### src/hw/rtl/fbfl_pkg.sv
package fbfl_pkg;

    // default pool geometry
    localparam int DEF_MAX_BLOCKS  = 64;
    localparam int DEF_BLOCK_BYTES = 1024;

    // fixed field widths
    localparam int POOL_W   = 20;
    localparam int REQ_W    = 16;
    localparam int MODE_W   = 2;
    localparam int STATUS_W = 3;

    typedef enum logic [MODE_W-1:0] {
        MODE_ALLOC   = 2'd0,
        MODE_FREE    = 2'd1,
        MODE_INIT    = 2'd2,
        MODE_DESTROY = 2'd3
    } t_mode;

    typedef enum logic [STATUS_W-1:0] {
        ST_OK        = 3'd0,
        ST_TOO_LARGE = 3'd1,
        ST_EMPTY     = 3'd2,
        ST_IGNORED   = 3'd3,
        ST_REFUSED   = 3'd4
    } t_status;

endpackage

### src/hw/rtl/fbfl_ram.sv
module fbfl_ram #(
    parameter int WIDTH = 8,
    parameter int DEPTH = 64,
    localparam int ADDR_W = $clog2(DEPTH)
) (
    input  logic              i_clk,
    input  logic              i_wr_en,
    input  logic [ADDR_W-1:0] i_wr_addr,
    input  logic [WIDTH-1:0]  i_wr_data,
    input  logic              i_rd_en,
    input  logic [ADDR_W-1:0] i_rd_addr,
    output logic [WIDTH-1:0]  o_rd_data
);

    logic [WIDTH-1:0] r_mem [DEPTH];
    logic [WIDTH-1:0] r_rd_data;

    always_ff @(posedge i_clk) begin
        if (i_wr_en) begin
            r_mem[i_wr_addr] <= i_wr_data;
        end
        if (i_rd_en) begin
            r_rd_data <= r_mem[i_rd_addr];
        end
    end

    assign o_rd_data = r_rd_data;

endmodule

### src/hw/rtl/fbfl_out_slot.sv
module fbfl_out_slot #(
    parameter int DATA_W = 8,
    parameter int USER_W = 3
) (
    input  logic              i_clk,
    input  logic              i_rst_n,
    input  logic              i_push,
    input  logic [DATA_W-1:0] i_data,
    input  logic [USER_W-1:0] i_user,
    output logic              o_push_ready,
    output logic              o_valid,
    input  logic              i_ready,
    output logic [DATA_W-1:0] o_data,
    output logic [USER_W-1:0] o_user
);

    logic              r_valid;
    logic [DATA_W-1:0] r_data;
    logic [USER_W-1:0] r_user;

    // slot frees up in the same cycle it drains
    assign o_push_ready = !r_valid || i_ready;

    always_ff @(posedge i_clk) begin
        if (!i_rst_n) begin
            r_valid <= 1'b0;
        end else if (i_push) begin
            r_valid <= 1'b1;
        end else if (i_ready) begin
            r_valid <= 1'b0;
        end
    end

    always_ff @(posedge i_clk) begin
        if (i_push) begin
            r_data <= i_data;
            r_user <= i_user;
        end
    end

    assign o_valid = r_valid;
    assign o_data  = r_data;
    assign o_user  = r_user;

endmodule

### src/hw/rtl/fbfl_ctrl.sv
module fbfl_ctrl #(
    parameter int MAX_BLOCKS  = fbfl_pkg::DEF_MAX_BLOCKS,
    parameter int BLOCK_BYTES = fbfl_pkg::DEF_BLOCK_BYTES,
    localparam int IDX_W  = $clog2(MAX_BLOCKS),
    localparam int LINK_W = $clog2(MAX_BLOCKS + 1),
    localparam int SIZE_W = $clog2(BLOCK_BYTES + 1),
    localparam int ENT_W  = LINK_W + SIZE_W
) (
    input  logic                         i_clk,
    input  logic                         i_rst_n,
    // pool size register
    input  logic                         i_cfg_wr_en,
    input  logic [fbfl_pkg::POOL_W-1:0]  i_cfg_wr_data,
    // incoming transaction
    input  logic                         i_in_valid,
    output logic                         o_in_ready,
    input  fbfl_pkg::t_mode              i_mode,
    input  logic [fbfl_pkg::REQ_W-1:0]   i_req,
    input  logic [IDX_W-1:0]             i_idx,
    input  logic                         i_is_null,
    // entry memory
    output logic                         o_ram_we,
    output logic [IDX_W-1:0]             o_ram_waddr,
    output logic [ENT_W-1:0]             o_ram_wdata,
    output logic                         o_ram_re,
    output logic [IDX_W-1:0]             o_ram_raddr,
    input  logic [ENT_W-1:0]             i_ram_rdata,
    // result to output slot
    input  logic                         i_push_ready,
    output logic                         o_push,
    output fbfl_pkg::t_status            o_push_status,
    output logic [IDX_W-1:0]             o_push_grant
);

    import fbfl_pkg::*;

    localparam int ACC_W = $clog2((MAX_BLOCKS + 2) * BLOCK_BYTES + 1);
    localparam int CMP_W = (ACC_W > POOL_W) ? ACC_W : POOL_W;
    localparam logic [LINK_W-1:0] NULL_LINK = LINK_W'(MAX_BLOCKS);
    localparam logic [IDX_W-1:0]  LAST_ADDR = IDX_W'(MAX_BLOCKS - 1);
    localparam logic [REQ_W:0]    BB_REQ    = (REQ_W + 1)'(BLOCK_BYTES);
    localparam logic [POOL_W-1:0] BB_POOL   = POOL_W'(BLOCK_BYTES);
    localparam logic [ACC_W-1:0]  BB_ACC    = ACC_W'(BLOCK_BYTES);
    localparam logic [ACC_W-1:0]  ACC_START = ACC_W'(2 * BLOCK_BYTES);

    typedef enum logic [3:0] {
        S_SWEEP = 4'b0001,
        S_IDLE  = 4'b0010,
        S_RMW   = 4'b0100,
        S_RESP  = 4'b1000
    } t_state;

    t_state             r_state, n_state;
    logic [LINK_W-1:0]  r_head, n_head;
    logic [POOL_W-1:0]  r_pool;
    logic [IDX_W-1:0]   r_addr, n_addr;
    logic [ACC_W-1:0]   r_acc, n_acc;
    logic               r_init, n_init;
    logic               r_reply, n_reply;
    t_mode              r_mode, n_mode;
    logic [SIZE_W-1:0]  r_req, n_req;
    logic [IDX_W-1:0]   r_idx, n_idx;
    t_status            r_status, n_status;
    logic [IDX_W-1:0]   r_grant, n_grant;

    logic [REQ_W:0]     req_ext;
    logic               too_large;
    logic               head_null;
    logic               idx_out;
    logic               pool_small;
    logic               link_more;
    logic [LINK_W-1:0]  sweep_link;
    logic [LINK_W-1:0]  rd_link;
    logic [SIZE_W-1:0]  rd_size;
    logic [LINK_W-1:0]  rd_link_sat;

    assign req_ext    = {1'b0, i_req};
    assign too_large  = req_ext > BB_REQ;
    assign head_null  = r_head >= NULL_LINK;
    assign idx_out    = LINK_W'(i_idx) >= NULL_LINK;
    assign pool_small = r_pool <= BB_POOL;

    // entry r_addr links on while (r_addr + 2) blocks still fit the pool
    assign link_more  = CMP_W'(r_acc) <= CMP_W'(r_pool);
    assign sweep_link = (r_init && (r_addr != LAST_ADDR) && link_more)
                        ? LINK_W'(r_addr) + LINK_W'(1) : NULL_LINK;

    assign rd_link     = i_ram_rdata[SIZE_W +: LINK_W];
    assign rd_size     = i_ram_rdata[SIZE_W-1:0];
    assign rd_link_sat = (rd_link > NULL_LINK) ? NULL_LINK : rd_link;

    assign o_in_ready = (r_state == S_IDLE);

    always_ff @(posedge i_clk) begin
        if (!i_rst_n) begin
            r_pool <= '0;
        end else if (i_cfg_wr_en) begin
            r_pool <= i_cfg_wr_data;
        end
    end

    always_comb begin
        n_state  = r_state;
        n_head   = r_head;
        n_addr   = r_addr;
        n_acc    = r_acc;
        n_init   = r_init;
        n_reply  = r_reply;
        n_mode   = r_mode;
        n_req    = r_req;
        n_idx    = r_idx;
        n_status = r_status;
        n_grant  = r_grant;

        o_ram_we      = 1'b0;
        o_ram_waddr   = r_addr;
        o_ram_wdata   = {sweep_link, SIZE_W'(0)};
        o_ram_re      = 1'b0;
        o_ram_raddr   = r_head[IDX_W-1:0];
        o_push        = 1'b0;
        o_push_status = r_status;
        o_push_grant  = r_grant;

        unique case (r_state)
            S_SWEEP: begin
                // one entry a cycle: rebuild link, clear record
                o_ram_we = 1'b1;
                n_addr   = r_addr + IDX_W'(1);
                n_acc    = r_acc + BB_ACC;
                if (r_addr == LAST_ADDR) begin
                    n_state = r_reply ? S_RESP : S_IDLE;
                end
            end
            S_IDLE: begin
                if (i_in_valid) begin
                    n_mode   = i_mode;
                    n_req    = req_ext[SIZE_W-1:0];
                    n_idx    = i_idx;
                    n_grant  = '0;
                    n_status = ST_OK;
                    n_state  = S_RESP;
                    unique case (i_mode)
                        MODE_ALLOC: begin
                            if (too_large) begin
                                n_status = ST_TOO_LARGE;
                            end else if (head_null) begin
                                n_status = ST_EMPTY;
                            end else begin
                                o_ram_re    = 1'b1;
                                o_ram_raddr = r_head[IDX_W-1:0];
                                n_state     = S_RMW;
                            end
                        end
                        MODE_FREE: begin
                            if (i_is_null || idx_out) begin
                                n_status = ST_IGNORED;
                            end else begin
                                o_ram_re    = 1'b1;
                                o_ram_raddr = i_idx;
                                n_state     = S_RMW;
                            end
                        end
                        MODE_INIT: begin
                            if (pool_small) begin
                                n_status = ST_REFUSED;
                            end else begin
                                n_head  = '0;
                                n_addr  = '0;
                                n_acc   = ACC_START;
                                n_init  = 1'b1;
                                n_reply = 1'b1;
                                n_state = S_SWEEP;
                            end
                        end
                        MODE_DESTROY: begin
                            n_head  = NULL_LINK;
                            n_addr  = '0;
                            n_acc   = ACC_START;
                            n_init  = 1'b0;
                            n_reply = 1'b1;
                            n_state = S_SWEEP;
                        end
                        default: begin
                            n_state = S_RESP;
                        end
                    endcase
                end
            end
            S_RMW: begin
                // entry read at accept is now on i_ram_rdata
                if (r_mode == MODE_ALLOC) begin
                    o_push_status = ST_OK;
                    o_push_grant  = r_head[IDX_W-1:0];
                    o_ram_waddr   = r_head[IDX_W-1:0];
                    o_ram_wdata   = {rd_link, r_req};
                    if (i_push_ready) begin
                        o_ram_we = 1'b1;
                        n_head   = rd_link_sat;
                    end
                end else begin
                    o_push_grant = '0;
                    o_ram_waddr  = r_idx;
                    o_ram_wdata  = {r_head, SIZE_W'(0)};
                    if (rd_size == '0) begin
                        o_push_status = ST_IGNORED;
                    end else begin
                        o_push_status = ST_OK;
                        if (i_push_ready) begin
                            o_ram_we = 1'b1;
                            n_head   = LINK_W'(r_idx);
                        end
                    end
                end
                if (i_push_ready) begin
                    o_push  = 1'b1;
                    n_state = S_IDLE;
                end
            end
            S_RESP: begin
                if (i_push_ready) begin
                    o_push  = 1'b1;
                    n_state = S_IDLE;
                end
            end
            default: begin
                n_state = S_IDLE;
            end
        endcase
    end

    always_ff @(posedge i_clk) begin
        if (!i_rst_n) begin
            r_state <= S_SWEEP;
            r_head  <= NULL_LINK;
            r_addr  <= '0;
            r_acc   <= ACC_START;
            r_init  <= 1'b0;
            r_reply <= 1'b0;
        end else begin
            r_state <= n_state;
            r_head  <= n_head;
            r_addr  <= n_addr;
            r_acc   <= n_acc;
            r_init  <= n_init;
            r_reply <= n_reply;
        end
    end

    always_ff @(posedge i_clk) begin
        r_mode   <= n_mode;
        r_req    <= n_req;
        r_idx    <= n_idx;
        r_status <= n_status;
        r_grant  <= n_grant;
    end

`ifndef SYNTHESIS
    a_head_range: assert property (@(posedge i_clk) disable iff (!i_rst_n)
        r_head <= NULL_LINK)
        else $error("free list head beyond null link");

    a_we_state: assert property (@(posedge i_clk) disable iff (!i_rst_n)
        o_ram_we |-> (r_state == S_SWEEP || r_state == S_RMW))
        else $error("entry write outside sweep or update");

    a_read_to_rmw: assert property (@(posedge i_clk) disable iff (!i_rst_n)
        o_ram_re |=> (r_state == S_RMW))
        else $error("entry read not followed by update");

    a_rmw_hold: assert property (@(posedge i_clk) disable iff (!i_rst_n)
        (r_state == S_RMW && !i_push_ready) |=>
            (r_state == S_RMW && $stable(i_ram_rdata)))
        else $error("read data lost while result stalled");
`endif

endmodule

### src/hw/rtl/fixed_block_free_list_allocator.sv
// fixed-size block allocator: a pool of BLOCK_BYTES blocks kept as a LIFO free
// list of block indices, link and recorded size of each block in one RAM
//
// s_axis carries commands: tuser selects alloc, free, init or destroy, tdata
// holds the request size and the block handed back by free. m_axis returns
// one result transaction per command: status in tuser, granted block in tdata.
// the pool size register (i_cfg_wr_*) is read by init only
//
// alloc and free read the entry RAM at accept; the read-modify-write completes
// in the update state once the output register has room, where the result is
// loaded into that register. rejected commands wait in a response state instead
// init (unless refused) and destroy sweep every entry, one per cycle
//
// after reset the same sweep runs over every entry, clearing all records
// and links with s_axis_tready low; configuration writes are taken throughout
// a waiting result sits in the output register, so the next command is taken
// while m_axis stalls; a second result waits in the controller until the
// register drains
module fixed_block_free_list_allocator #(
    parameter int MAX_BLOCKS  = fbfl_pkg::DEF_MAX_BLOCKS,
    parameter int BLOCK_BYTES = fbfl_pkg::DEF_BLOCK_BYTES,
    localparam int IDX_W      = $clog2(MAX_BLOCKS),
    localparam int IN_DATA_W  = ((fbfl_pkg::REQ_W + IDX_W + 7) / 8) * 8,
    localparam int OUT_DATA_W = ((IDX_W + 7) / 8) * 8
) (
    input  logic                        i_clk,
    input  logic                        i_rst_n,
    // pool size in bytes
    input  logic                        i_cfg_wr_en,
    input  logic [fbfl_pkg::POOL_W-1:0] i_cfg_wr_data,
    // command channel
    input  logic                        s_axis_tvalid,
    output logic                        s_axis_tready,
    input  logic [IN_DATA_W-1:0]        s_axis_tdata,  // request_size, block_index, zero pad
    input  logic [2:0]                  s_axis_tuser,  // mode, block_is_null
    // result channel
    output logic                        m_axis_tvalid,
    input  logic                        m_axis_tready,
    output logic [OUT_DATA_W-1:0]       m_axis_tdata,  // granted_index, zero pad
    output logic [2:0]                  m_axis_tuser   // status
);

    import fbfl_pkg::*;

    localparam int LINK_W = $clog2(MAX_BLOCKS + 1);
    localparam int SIZE_W = $clog2(BLOCK_BYTES + 1);
    localparam int ENT_W  = LINK_W + SIZE_W;

    // command fields
    t_mode             in_mode;
    logic [REQ_W-1:0]  in_req;
    logic [IDX_W-1:0]  in_idx;
    logic              in_is_null;

    // entry RAM port
    logic              ram_we;
    logic [IDX_W-1:0]  ram_waddr;
    logic [ENT_W-1:0]  ram_wdata;
    logic              ram_re;
    logic [IDX_W-1:0]  ram_raddr;
    logic [ENT_W-1:0]  ram_rdata;

    // result handoff
    logic              push;
    logic              push_ready;
    t_status           push_status;
    logic [IDX_W-1:0]  push_grant;

    assign in_mode    = t_mode'(s_axis_tuser[MODE_W-1:0]);
    assign in_is_null = s_axis_tuser[MODE_W];
    assign in_req     = s_axis_tdata[REQ_W-1:0];
    assign in_idx     = s_axis_tdata[REQ_W +: IDX_W];

    // sequencer: decode, entry read-modify-write, init/destroy/reset sweep
    fbfl_ctrl #(
        .MAX_BLOCKS  (MAX_BLOCKS),
        .BLOCK_BYTES (BLOCK_BYTES)
    ) u_ctrl (
        .i_clk         (i_clk),
        .i_rst_n       (i_rst_n),
        .i_cfg_wr_en   (i_cfg_wr_en),
        .i_cfg_wr_data (i_cfg_wr_data),
        .i_in_valid    (s_axis_tvalid),
        .o_in_ready    (s_axis_tready),
        .i_mode        (in_mode),
        .i_req         (in_req),
        .i_idx         (in_idx),
        .i_is_null     (in_is_null),
        .o_ram_we      (ram_we),
        .o_ram_waddr   (ram_waddr),
        .o_ram_wdata   (ram_wdata),
        .o_ram_re      (ram_re),
        .o_ram_raddr   (ram_raddr),
        .i_ram_rdata   (ram_rdata),
        .i_push_ready  (push_ready),
        .o_push        (push),
        .o_push_status (push_status),
        .o_push_grant  (push_grant)
    );

    // per block: {next link, recorded size}
    fbfl_ram #(
        .WIDTH (ENT_W),
        .DEPTH (MAX_BLOCKS)
    ) u_entry_ram (
        .i_clk     (i_clk),
        .i_wr_en   (ram_we),
        .i_wr_addr (ram_waddr),
        .i_wr_data (ram_wdata),
        .i_rd_en   (ram_re),
        .i_rd_addr (ram_raddr),
        .o_rd_data (ram_rdata)
    );

    // output register decouples the result channel from the sequencer
    fbfl_out_slot #(
        .DATA_W (OUT_DATA_W),
        .USER_W (STATUS_W)
    ) u_out_slot (
        .i_clk        (i_clk),
        .i_rst_n      (i_rst_n),
        .i_push       (push),
        .i_data       (OUT_DATA_W'(push_grant)),
        .i_user       (push_status),
        .o_push_ready (push_ready),
        .o_valid      (m_axis_tvalid),
        .i_ready      (m_axis_tready),
        .o_data       (m_axis_tdata),
        .o_user       (m_axis_tuser)
    );

endmodule

### config.mk
export PLATFORM = sky130hd
export DESIGN_NAME = fixed_block_free_list_allocator
export DESIGN_NICKNAME = d
export VERILOG_FILES = /design/src/hw/rtl/fbfl_pkg.sv /design/src/hw/rtl/fbfl_ram.sv /design/src/hw/rtl/fbfl_out_slot.sv /design/src/hw/rtl/fbfl_ctrl.sv /design/src/hw/rtl/fixed_block_free_list_allocator.sv
export SDC_FILE = /design/constraint.sdc
export NUM_CORES = 2
export LEC_CHECK = 0
export BUFFER_PORTS_ARGS = -buffer_cell sky130_fd_sc_hd__clkbuf_2
export CORE_MARGIN = 8
export CORE_UTILIZATION = 51
export CTS_CLUSTER_DIAMETER = 40
export CTS_CLUSTER_SIZE = 30
export DETAILED_ROUTE_END_ITERATION = 8
export PLACE_DENSITY = 0.67
export SKIP_CTS_REPAIR_TIMING = 1
export SYNTH_ARGS = -nofsm -noshare
export SYNTH_HDL_FRONTEND = slang
export SYNTH_SLANG_ARGS = --single-unit
### constraint.sdc
create_clock -name i_clk -period 6.3 [get_ports i_clk]
set_input_delay 0.315 -clock i_clk [delete_from_list [all_inputs] [get_ports i_clk]]
set_output_delay 0.315 -clock i_clk [all_outputs]
set_load 0.005 [all_outputs]
==> impl_metrics.toml <==
[outcome]
status = "complete, but fails checks"
violations = "hold timing"

[synth]
yosys.cell_count.top_type = "edfxtp_1"
syn_avg_cell_area_sq_um = 13.7
synth_seq_area_share_pct = 73.0
ys.flop_type = "edfxtp_1"
post-synth-top-area-cell = "edfxtp_1"
synthArstFlopShare_pct = 0
synth_area_sq_mm = 0.0507
yosys.cell_types.count = 74
ys_ff_latch = 1248
yosys.area.top_type_share_pct = 71.2
yosys-top-cells-count = "1201 x edfxtp_1, 416 x nand3_1, 337 x o21ai_0"
syn_inst = 3695
netlist_top_cells_area = "edfxtp_1 71%, nand3_1 4.1%, o21ai_0 3.3%, nand2_1 2.1%, a21oi_1 1.9%"
yosysWarningCount = 0
synth-edff-count = 1201

[clock_tree]
cts_sinks = 1248
cts_tree = "built"
path_clk_slew_ns = 0.06
clock_latency_ns = 0.75
numCtsBuffers = 146
clockBufferDepth = 3
cts-root-buf = "clkbuf_16"
htreeDepth = 4

[floorplan]
core-area_sq_mm = 0.0984
start_util_pct = 51.5
die-area_sq_mm = 0.110
die_h_microns = 331
rows = 115
die_x_microns = 331
io_pins = 65

[worst_hold_path]
hp-class = "input pin to flip-flop"
hp-start = "s_axis_tuser[1]"
whs_endpoint = "u_ctrl.r_mode[1]"
whs_path_depth = 1

[critical_path]
cp.required_ns = 6.79
r2r_start = "u_ctrl.r_state[3]"
arrival_ns = 5.73
cp-end-kind = "flip-flop"
reg2reg_setup_slack_ns = 1.07
critPathMaxFanout = 78
path_class = "flip-flop to flip-flop"
r2r_cells = 10
cp-start-kind = "flip-flop"
r2r-end = "u_entry_ram.o_rd_data[10]"

[power_and_ir_drop]
p_int_mw = 14.6
power.leakage_nw = 19.8
fin_total_pwr_mw = 18.9
p_per_area_mw_per_mm2 = 322
pwr-share-comb_pct = 5.2
irDropWorstVdd_v = 0.000256
power_switching_mw = 4.27
clkPwrFrac_pct = 45.7
switching_share_pct = 22.6
pwr-share-seq_pct = 49.1

[cells_and_area]
fillers = 7369
design_area_sq_mm = 0.0585
area_growth_pct = 15.5
drive_above_1_share_pct = 14.8
fin_nets = 3864

[route]
drt_pre_antenna_iters = 5
ant_nets = 0
avgRoutedWirePerCell_microns = 26.7
drt-total-wl_microns = 139000
first_iter_violations = 4298
vias = 33100
drc_errors = 0
avgViaCountPerCell = 6.36

[job]
drv_cap = 0

[global_route]
grt_pass1_wl_microns = 204000
grt_max_degree = 181
antenna_found_initial = 9
grt_usage_pct = 24.3
overflow = 0
grt_pass1_vias = 31300

[sta]
holdWs_ns = -0.00214
finalSetupViolCount = 0
final_max_slew_viol_count = 0
slew_headroom_pct = 17.1
setup-tns-final_ns = 0
rsz0062_at_grt = "false"
hold_violations = 1
max_slew.worst_pin.slew_ns = 1.24
fin_crit_ns = 5.23
fmax_mhz = 191
finClkSkew_ns = 0.0358
period_share_pct = 83.1

[place]
hpwl_microns = 73700
routabilityCongestion = 0.857
place_area_sq_mm = 0.0531
io_buffers = 60
[kinds of logic (layout without fill, tap and decap cells)]
kind of cell | count (synthesis) | after routing | share of synthesized area [%]
DFF | 1248 | 1248 | 73.0
and+or+nand+nor | 1062 | 1062 | 9.88
AOI/OAI and AO/OA | 941 | 941 | 11.8
buffers and inverters | 301 | 525 | 2.40
muxes | 123 | 123 | 2.52
xor gates and xnor gates | 10 | 10 | 0.173
adders and majority gates | 9 | 9 | 0.222
other | 1 | 6 | 0.00740
[routing by layer]
layer  wire, microns  up-vias  part of all wire [%]  track usage, %
li1                -    14600                     -               -
met1           56400    16500                    41            33.8
met2           64800     1765                    47            37.9
met3           12300      280                   8.9            4.26
met4            5470        0                   3.9            10.2
met5               0        -                     0               0
[worst max-delay path, cell delays in order (launching register included)]
cell	delay, ns
dfxtp_1	0.37
or4b_1	0.92
inv_4	0.36
nand3_4	0.34
buf_4	0.46
buf_4	0.44
nand3_1	0.20
a21oi_1	0.08
o41ai_1	0.85
o41ai_1	0.34
or4b_1	0.57
[through the flow]
step / setup WS (ns) / utilization (%) / instances
after floorplan: 1.37 / - / 3696
after global placement: 1.32 / 54.0 / 4902
after detailed placement: 1.28 / 54.0 / 4902
after CTS: 1.19 / 59.1 / 5167
after global routing: 1.01 / 59.5 / 5207
final: 1.07 / 59.5 / 5211
[sequential cells by signal (all words and copies together), names as in the netlist]
name / count
u_out_slot.o_data: 6
u_ctrl.r_init: 1
u_ctrl.r_req: 11
u_ctrl.r_reply: 1
u_ctrl.r_head: 7
u_entry_ram.r_mem: 1152
u_ctrl.r_status: 3
u_ctrl.r_addr: 6
u_ctrl.r_idx: 6
u_out_slot.o_valid: 1
u_entry_ram.o_rd_data: 18
u_ctrl.r_acc: 7
u_ctrl.r_pool: 20
u_out_slot.o_user: 3
u_ctrl.r_mode: 2
u_ctrl.r_state: 4
[cells in the final DEF, fill, tap and decap left out, types with 9 or more instances in the layout]
cell	Yosys	layout
a2111oi_0	20	19
clkinv_1	1	13
a21oi_1	195	195
nand2_1	284	284
and3_2	0	11
mux2i_1	86	86
mux2_2	21	21
clkbuf_2	0	60
a2111oi_1	15	16
and3_1	57	45
nand4_1	29	29
nor4_1	10	10
buf_12	0	14
o21ai_0	337	337
a41oi_1	18	18
nor2_1	204	140
inv_1	16	16
mux2_1	16	16
a31oi_1	60	60
clkinvlp_4	0	18
edfxtp_1	1201	1201
a32o_1	36	36
o41ai_1	54	54
inv_6	0	25
dlygate4sd3_1	0	40
o22ai_1	26	20
buf_4	6	128
a21o_1	80	80
or4b_1	19	19
ha_1	9	9
clkinv_2	0	14
nand3_1	416	415
nor2_2	0	63
bufinv_16	0	15
clkinv_4	0	9
o21a_1	37	37
dfxtp_1	47	47
clkbuf_16	0	151
a32oi_1	18	18
[power by group through the flow]
stage	Sequential [mW]	Clock (mW)	Combinational, mW
3_5_place_dp	9.44	0	0.949
5_1_grt	9.28	9.03	1.06
2_1_floorplan	9.42	0	0.535
6_report	9.27	8.62	0.985
3_3_place_gp	9.44	0	0.939
4_1_cts	9.27	8.71	0.954
[layout make-up]
class / instances / area [sq um] / area share, %
Inverter: 18 / 70.1 / 0.120
Tap cell: 1287 / 1610 / 2.75
Sequential cell: 1248 / 37000 / 63.2
Clock buffer: 160 / 3830 / 6.55
Multi-Input combinational cell: 2147 / 12900 / 22.0
Timing Repair Buffer: 242 / 1940 / 3.32
Antenna cell: 4 / 10.0 / 0.0171
Clock inverter: 105 / 1180 / 2.02
[worst max path at each step]
stage | from | to | slack [ns] | depth (start not counted)
after floorplan | u_ctrl.r_pool[13] | u_entry_ram.r_mem[0][17] | 1.37 | 8
after global placement | u_ctrl.r_state[3] | u_entry_ram.o_rd_data[10] | 1.32 | 10
after detailed placement | u_ctrl.r_state[3] | u_entry_ram.o_rd_data[10] | 1.28 | 10
after CTS | u_ctrl.r_state[3] | u_entry_ram.o_rd_data[10] | 1.19 | 10
after global routing | u_ctrl.r_state[3] | u_entry_ram.o_rd_data[10] | 1.01 | 10
final | u_ctrl.r_state[3] | u_entry_ram.o_rd_data[10] | 1.07 | 10
(Power assumes the default switching activity.)
